==> src/sv/lxsc_pkg.sv <==
// ============================================================================
// lxsc_pkg
// shared types, constants and helpers of the lcg keystream xor cipher unit
// ============================================================================
`timescale 1ns / 1ps
`default_nettype none

package lxsc_pkg;

   localparam int WORD_W     = 32;
   localparam int BYTE_W     = 8;
   localparam int CSR_IDX_W  = 2;
   localparam int KEY_SHIFT  = 20;
   localparam int STEP_CNT_W = $clog2(WORD_W);

   localparam logic [WORD_W-1:0] DEFAULT_SEED       = WORD_W'(1);
   localparam logic [WORD_W-1:0] DEFAULT_MODULUS    = WORD_W'(1) << 19;
   localparam logic [WORD_W-1:0] DEFAULT_MULTIPLIER = WORD_W'(2) << 20;
   localparam logic [WORD_W-1:0] DEFAULT_INCREMENT  = WORD_W'(3) << 21;

   typedef enum logic [CSR_IDX_W-1:0] {
      CSR_SEED       = 2'd0,
      CSR_MODULUS    = 2'd1,
      CSR_MULTIPLIER = 2'd2,
      CSR_INCREMENT  = 2'd3
   } csr_index_type;

   typedef enum logic [1:0] {
      ST_IDLE,
      ST_DIVIDE,
      ST_MULTIPLY,
      ST_EMIT
   } state_type;

   // zero in a register selects its default
   function automatic logic [WORD_W-1:0] pick(input logic [WORD_W-1:0] value,
                                              input logic [WORD_W-1:0] fallback);
      pick = (value != '0) ? value : fallback;
   endfunction

endpackage

`default_nettype wire

==> src/sv/lcg_xor_stream_cipher_unit.sv <==
// ============================================================================
// lcg_xor_stream_cipher_unit
// byte stream cipher: xor with a keystream from a configurable lcg
// ============================================================================
// usage
//   req_*  : one message byte per request, tlast marks the final byte
//   rsp_*  : one transformed byte per request, tlast copied from the request
//   csr_*  : register writes (seed, modulus, multiplier, increment); always
//            ready, to be used only while no request is in flight
// each request advances the keystream word as
//   word = multiplier * (word mod modulus) + increment  (mod 2^32)
// and the byte is xored with word[27:20]; zero registers select defaults
// each request runs 32 steps of the remainder unit, then a hand-over, a
//   multiply and an add/emit
// one request at a time; req_tready is low while busy
// a stalled response sits in the output register; the next request is still
//   accepted and computed, and waits before emit until the register frees
// reset: registers return to defaults, keystream word reloads the seed, no
//   response pending; a seed write or a final byte also reloads the word
// ============================================================================
`timescale 1ns / 1ps
`default_nettype none

module lcg_xor_stream_cipher_unit
   import lxsc_pkg::*;
(
   input  wire logic                 clock,
   input  wire logic                 reset,
   // request: data_byte[7:0]
   input  wire logic                 req_tvalid,
   output logic                      req_tready,
   input  wire logic [BYTE_W-1:0]    req_tdata,
   input  wire logic                 req_tlast,
   // response: out_byte[7:0]
   output logic                      rsp_tvalid,
   input  wire logic                 rsp_tready,
   output logic [BYTE_W-1:0]         rsp_tdata,
   output logic                      rsp_tlast,
   // register write
   input  wire logic                 csr_valid,
   output logic                      csr_ready,
   input  wire logic [CSR_IDX_W-1:0] csr_index,
   input  wire logic [WORD_W-1:0]    csr_data
);

   state_type         state_ff, state_in;
   logic [WORD_W-1:0] seed_ff, modulus_ff, multiplier_ff, increment_ff;
   logic [WORD_W-1:0] word_ff, word_in;
   logic [WORD_W-1:0] prod_ff, prod_in;
   logic [BYTE_W-1:0] byte_ff, byte_in;
   logic              last_ff, last_in;
   logic              rsp_valid_ff, rsp_valid_in;
   logic [BYTE_W-1:0] rsp_data_ff, rsp_data_in;
   logic              rsp_last_ff, rsp_last_in;

   logic              rem_start;
   logic              rem_done;
   logic [WORD_W-1:0] rem_value;
   logic [WORD_W-1:0] key_word;
   logic              csr_write;

   // effective register values
   logic [WORD_W-1:0] seed_eff, mod_eff, mul_eff, inc_eff;
   assign seed_eff = pick(seed_ff, DEFAULT_SEED);
   assign mod_eff  = pick(modulus_ff, DEFAULT_MODULUS);
   assign mul_eff  = pick(multiplier_ff, DEFAULT_MULTIPLIER);
   assign inc_eff  = pick(increment_ff, DEFAULT_INCREMENT);

   assign csr_ready = 1'b1;
   assign csr_write = csr_valid && csr_ready;

   lxsc_remainder u_rem (
      .clock     (clock),
      .reset     (reset),
      .start     (rem_start),
      .dividend  (word_ff),
      .divisor   (mod_eff),
      .done      (rem_done),
      .remainder (rem_value)
   );

   // new keystream word from the registered low product
   assign key_word = prod_ff + inc_eff;

   always_comb begin
      state_in     = state_ff;
      req_tready   = 1'b0;
      rem_start    = 1'b0;
      word_in      = word_ff;
      prod_in      = prod_ff;
      byte_in      = byte_ff;
      last_in      = last_ff;
      rsp_valid_in = rsp_valid_ff;
      rsp_data_in  = rsp_data_ff;
      rsp_last_in  = rsp_last_ff;

      // response taken frees the output register
      if (rsp_valid_ff && rsp_tready) begin
         rsp_valid_in = 1'b0;
      end

      case (state_ff)
         ST_IDLE: begin
            req_tready = 1'b1;
            if (req_tvalid) begin
               byte_in   = req_tdata;
               last_in   = req_tlast;
               rem_start = 1'b1;
               state_in  = ST_DIVIDE;
            end
         end
         ST_DIVIDE: begin
            if (rem_done) begin
               state_in = ST_MULTIPLY;
            end
         end
         ST_MULTIPLY: begin
            // low 32 bits of the product are all that survive the wrap
            prod_in  = mul_eff * rem_value;
            state_in = ST_EMIT;
         end
         ST_EMIT: begin
            if (!rsp_valid_ff || rsp_tready) begin
               rsp_valid_in = 1'b1;
               rsp_data_in  = byte_ff ^ key_word[KEY_SHIFT +: BYTE_W];
               rsp_last_in  = last_ff;
               // end of message restarts the keystream
               word_in      = last_ff ? seed_eff : key_word;
               state_in     = ST_IDLE;
            end
         end
         default: begin
            state_in = ST_IDLE;
         end
      endcase

      // seed write reloads the running word at once
      if (csr_write && (csr_index == CSR_SEED)) begin
         word_in = pick(csr_data, DEFAULT_SEED);
      end
   end

   always_ff @(posedge clock) begin
      if (reset) begin
         state_ff      <= ST_IDLE;
         rsp_valid_ff  <= 1'b0;
         word_ff       <= DEFAULT_SEED;
         seed_ff       <= DEFAULT_SEED;
         modulus_ff    <= DEFAULT_MODULUS;
         multiplier_ff <= DEFAULT_MULTIPLIER;
         increment_ff  <= DEFAULT_INCREMENT;
      end else begin
         state_ff     <= state_in;
         rsp_valid_ff <= rsp_valid_in;
         word_ff      <= word_in;
         if (csr_write) begin
            case (csr_index)
               CSR_SEED:       seed_ff       <= csr_data;
               CSR_MODULUS:    modulus_ff    <= csr_data;
               CSR_MULTIPLIER: multiplier_ff <= csr_data;
               CSR_INCREMENT:  increment_ff  <= csr_data;
               default: begin
               end
            endcase
         end
      end
   end

   // payload registers
   always_ff @(posedge clock) begin
      prod_ff     <= prod_in;
      byte_ff     <= byte_in;
      last_ff     <= last_in;
      rsp_data_ff <= rsp_data_in;
      rsp_last_ff <= rsp_last_in;
   end

   assign rsp_tvalid = rsp_valid_ff;
   assign rsp_tdata  = rsp_data_ff;
   assign rsp_tlast  = rsp_last_ff;

endmodule

`default_nettype wire

==> src/sv/lxsc_remainder.sv <==
// ============================================================================
// lxsc_remainder
// iterative remainder unit, one restoring shift-compare-subtract step a cycle
// ============================================================================
`timescale 1ns / 1ps
`default_nettype none

module lxsc_remainder
   import lxsc_pkg::*;
(
   input  wire logic              clock,
   input  wire logic              reset,
   input  wire logic              start,
   input  wire logic [WORD_W-1:0] dividend,
   input  wire logic [WORD_W-1:0] divisor,
   output logic                   done,
   output logic [WORD_W-1:0]      remainder
);

   logic                  busy_ff, busy_in;
   logic                  done_ff, done_in;
   logic [STEP_CNT_W-1:0] cnt_ff, cnt_in;
   logic [WORD_W-1:0]     dvd_ff, dvd_in;
   logic [WORD_W-1:0]     div_ff, div_in;
   logic [WORD_W-1:0]     rem_ff, rem_in;
   logic [WORD_W:0]       shifted;
   logic                  fits;

   // the shared compare/subtract
   assign shifted = {rem_ff, dvd_ff[WORD_W-1]};
   assign fits    = shifted >= {1'b0, div_ff};

   always_comb begin
      busy_in = busy_ff;
      done_in = 1'b0;
      cnt_in  = cnt_ff;
      dvd_in  = dvd_ff;
      div_in  = div_ff;
      rem_in  = rem_ff;
      if (start) begin
         busy_in = 1'b1;
         cnt_in  = '0;
         dvd_in  = dividend;
         div_in  = divisor;
         rem_in  = '0;
      end else if (busy_ff) begin
         dvd_in = {dvd_ff[WORD_W-2:0], 1'b0};
         rem_in = fits ? WORD_W'(shifted - {1'b0, div_ff}) : shifted[WORD_W-1:0];
         cnt_in = cnt_ff + STEP_CNT_W'(1);
         if (cnt_ff == '1) begin
            busy_in = 1'b0;
            done_in = 1'b1;
         end
      end
   end

   always_ff @(posedge clock) begin
      if (reset) begin
         busy_ff <= 1'b0;
         done_ff <= 1'b0;
         cnt_ff  <= '0;
      end else begin
         busy_ff <= busy_in;
         done_ff <= done_in;
         cnt_ff  <= cnt_in;
      end
   end

   always_ff @(posedge clock) begin
      dvd_ff <= dvd_in;
      div_ff <= div_in;
      rem_ff <= rem_in;
   end

   assign done      = done_ff;
   assign remainder = rem_ff;

endmodule

`default_nettype wire

==> config.mk <==
export PLATFORM = sky130hd
export DESIGN_NAME = lcg_xor_stream_cipher_unit
export DESIGN_NICKNAME = d
export VERILOG_FILES = /design/src/sv/lxsc_pkg.sv /design/src/sv/lcg_xor_stream_cipher_unit.sv /design/src/sv/lxsc_remainder.sv
export SDC_FILE = /design/constraint.sdc
export NUM_CORES = 2
export LEC_CHECK = 0
export ABC_CLOCK_PERIOD_IN_PS = 15610
export BUFFER_PORTS_ARGS = -buffer_cell sky130_fd_sc_hd__buf_2
export CAP_MARGIN = 10
export CORE_MARGIN = 2
export CORE_UTILIZATION = 41
export DETAILED_ROUTE_END_ITERATION = 8
export GPL_TIMING_DRIVEN = 0
export REMOVE_ABC_BUFFERS = 1
export SYNTH_ARGS = -nofsm -noshare
export SYNTH_HDL_FRONTEND = slang
export SYNTH_SLANG_ARGS = --single-unit
==> constraint.sdc <==
create_clock -name clock -period 15.61 [get_ports clock]
set_input_delay 0.7805 -clock clock [delete_from_list [all_inputs] [get_ports clock]]
set_output_delay 0.7805 -clock clock [all_outputs]
set_load 0.01 [all_outputs]
==> flow_summary_export.csv <==
group,metric,value,unit
detailed_routing,wl_per_cell,19.01,um
cts,clkTransAtPathRegs,60,ps
detailed_routing,routed_wl,85170,um
global_routing,grt_max_degree,128,
final_layout,diodes,0,
setup_path,startpoint,"multiplier_ff[12]",
setup_path,path_delay_family,"adder cells",
detailed_routing,drc,0,
cts,clk_latency,540,ps
die,dieArea,78850,um^2
placement,gp_congestion,0.8783,
sta,fmax,0.1167,GHz
sta,period_minus_slack,8565,ps
yosys,ys_seq_area_share,23.77,%
placement,portBuffers,58,
sta,report.final.slew_viol_count,0,
yosys,synthArstFlopShare,0,%
die,core_area,75950,um^2
final_layout,fin_nets,4074,
cts,cts_resized,0,
global_routing,antenna_found_initial,0,
outcome,outcome,"finished clean",
setup_path,crit_buf_inv,2,
setup_path,cp.arrival,8850,ps
final_layout,layout_commonest_cell,"nand2_1",
setup_path,critPathRequiredTime,15890,ps
detailed_routing,drt_first_pass_iters,5,
cts,cts_tree,"done",
sta,setup_viol,0,
hold_path,hold_class,"in -> reg",
sta,max_slew_margin,14.39,%
yosys,synth_flop_cell,"dfxtp_1",
sta,finalHoldViolCount,0,
setup_path,crit_end,"prod_ff[31]",
pwr,p_leak,14.85,nW
setup_path,rr_startpoint,"multiplier_ff[12]",
sta,fin_crit_sh,54.87,%
global_routing,overflow,0,
cts,cts_setup_buffers,0,
detailed_routing,viasPerCell,5.270,
global_routing,grt_pass1_vias,23696,
die,die_w,280.8,um
setup_path,timing.reg2reg.setup_slack,7040,ps
cts,cts.sinks,316,
sta,skew,24.96,ps
setup_path,critical-path-slowest-cell,"o21bai_1",
pwr,power,4.133,mW
sta,fin_tns_setup,0,ps
yosys,avgSynthCellArea,8.829,um^2
yosys,synthTopCellsByArea,"fa_1, dfxtp_1, edfxtp_1",
die,initial_core_util,41.36,%
cts,cts_hold_buf,0,
yosys,yosys.area.top_type,"fa_1",
detailed_routing,ant_nets,0,
setup_path,worst-path-max-fanout,22,
final_layout,syn_to_final_growth,7.110,%
setup_path,cp-start-kind,"register",
yosys,ys_ff_latch,316,
die,io_pins,60,
setup_path,r2r-end,"prod_ff[31]",
yosys,synth_edf_count,114,
die,die_height,280.8,um
yosys,ys_warn_count,0,
cts,cts_root_buffer,"clkbuf_16",
cts,cts_inserted_buffers,35,
final_layout,drive_gt1_share,5.187,%
die,row_count,101,
yosys,yosysTopAreaCellShare,26.13,%
detailed_routing,drt_iter0_drc,1721,
yosys,synth_area,31410,um^2
job,drv_cap,0,
placement,dp_hpwl,63050,um
final_layout,final.fill_count,7481,
yosys,synth.distinct_cells,78,
setup_path,rr_worst_depth,24,
detailed_routing,route.vias.total,23617,
setup_path,criticalPathCategory,"reg -> reg",
setup_path,cp_cell_sequence,"nor4_1 > nand4_1 > o21bai_1 > and2_1 > fa_1 > inv_1 > fa_1 > fa_1 > fa_1 > inv_1 > fa_1 > fa_1 > fa_1 > fa_1 > ha_1 > nand4_1 > nor4_1 > o211ai_1 > nand3_1 > a31o_2 > nor3_1 > o21ai_0 > o21ai_0 > xnor2_1",
setup_path,cp_num_cells,24,
setup_path,cp-end-kind,"register",
setup_path,max_stage_delay,780,ps
yosys,synth_cells,3558,
setup_path,cp_common_cell,"fa_1",
global_routing,track_usage,22.07,%
sta,worst_pin_slew,1282,ps
sta,rsz0062_at_grt,"false",
global_routing,grt_first_pass_wirelength,136200,um
final_layout,mostFrequentLayoutCells,"nand2_1, inv_1, fa_1",
pwr,p_per_area,122.8,nW/um^2
pwr,ir_drop,114.4,uV
cts,cts_buffer_depth,3,
cts,h-tree-depth,2,
==> state kept, by name (all words and copies together) (netlist names) <==
| signal | cells |
|---|---|
| prod_ff | 32 |
| u_rem.busy_ff | 1 |
| increment_ff | 32 |
| u_rem.cnt_ff | 5 |
| state_ff | 2 |
| modulus_ff | 32 |
| byte_ff | 8 |
| rsp_tlast | 1 |
| rsp_tdata | 8 |
| rsp_tvalid | 1 |
| word_ff | 32 |
| u_rem.dvd_ff | 32 |
| multiplier_ff | 32 |
| u_rem.div_ff | 32 |
| u_rem.remainder | 32 |
| last_ff | 1 |
| u_rem.done | 1 |
| seed_ff | 32 |
==> logic make-up (layout without fill, tap and decap cells) <==
group                      Yosys count  after routing  synth area share [%]
muxes                               19             19                0.6094
other                                1              1               0.01194
AOI/OAI and AO/OA                  508            508                 10.02
buffers and inverters              697            590                 8.416
xor gates and xnor gates           138            138                 3.848
and+or+nand+nor                   1277           1277                 19.55
DFF                                316            316                 23.77
adders and majority gates          602            602                 33.78
==> metrics by stage <==
stage,cells,setup slack [ps],hold slack [ps],instance area (um^2),util [%]
3_3_place_gp,4398,6816,442.0,32030,42.18
2_1_floorplan,3310,8572,430.4,30450,-
5_1_grt,4481,6604,394.8,33650,44.30
4_1_cts,4477,7001,396.4,33570,44.21
6_report,4481,7045,410.1,33650,44.30
3_5_place_dp,4413,7059,440.5,32390,42.65
==> cell usage after synthesis, types with 15 or more instances <==
cell type,n
clkbuf_1,235
and2_1,331
xor2_1,34
nand4_1,20
o21ai_0,75
nand2b_1,19
nor4_1,42
xnor2_1,104
a21o_1,35
ha_1,192
a21oi_1,224
nand3_1,26
a211oi_1,19
nor2b_1,16
o211ai_1,29
nor2_1,81
nand2_1,657
fa_1,410
o21a_1,15
dfxtp_1,202
edfxtp_1,114
nor3_1,31
a31oi_1,24
inv_1,448
mux2i_1,18
==> routing by layer <==
layer	wire, um	track usage (%)
met5	0	0
met4	1944	5.416
met3	4842	2.843
met2	39420	35.61
met1	38960	31.41
==> worst register-to-register path, stage by stage (launching register included) <==
cell and delay (ps):
dfxtp_1 720, nor4_1 410, nand4_1 150, o21bai_1 780
and2_1 270, fa_1 400, inv_1 80, fa_1 420
fa_1 520, fa_1 560, inv_1 60, fa_1 480
fa_1 620, fa_1 460, fa_1 490, ha_1 420
nand4_1 140, nor4_1 240, o211ai_1 170, nand3_1 190
a31o_2 190, nor3_1 50, o21ai_0 150, o21ai_0 160
xnor2_1 170
==> worst min-delay path by stage <==
stage | startpoint | to | slack (ps) | depth (start not counted)
5_1_grt | req_tdata[5] | byte_ff[5] | 390 | 1
3_5_place_dp | modulus_ff[31] | u_rem.div_ff[31] | 440 | 0
4_1_cts | req_tdata[4] | byte_ff[4] | 400 | 1
3_3_place_gp | modulus_ff[30] | u_rem.div_ff[30] | 440 | 0
6_report | req_tdata[0] | byte_ff[0] | 410 | 1
2_1_floorplan | modulus_ff[15] | u_rem.div_ff[15] | 430 | 0
==> power breakdown <==
part           switching, mW  internal [mW]
Clock                  0.353          0.504
Sequential             0.334           1.08
Combinational           1.11          0.750
Total                   1.80           2.34
==> cell type report <==
type	count	area, um^2	area share [%]
Sequential cell	316	7480	22.23
Multi-Input combinational cell	2545	21320	63.36
Tap cell	1030	1289	3.830
Timing Repair Buffer	77	693.2	2.060
Clock inverter	23	231.5	0.6880
Clock buffer	41	949.7	2.823
Inverter	449	1687	5.013
(Power assumes the default switching activity.)
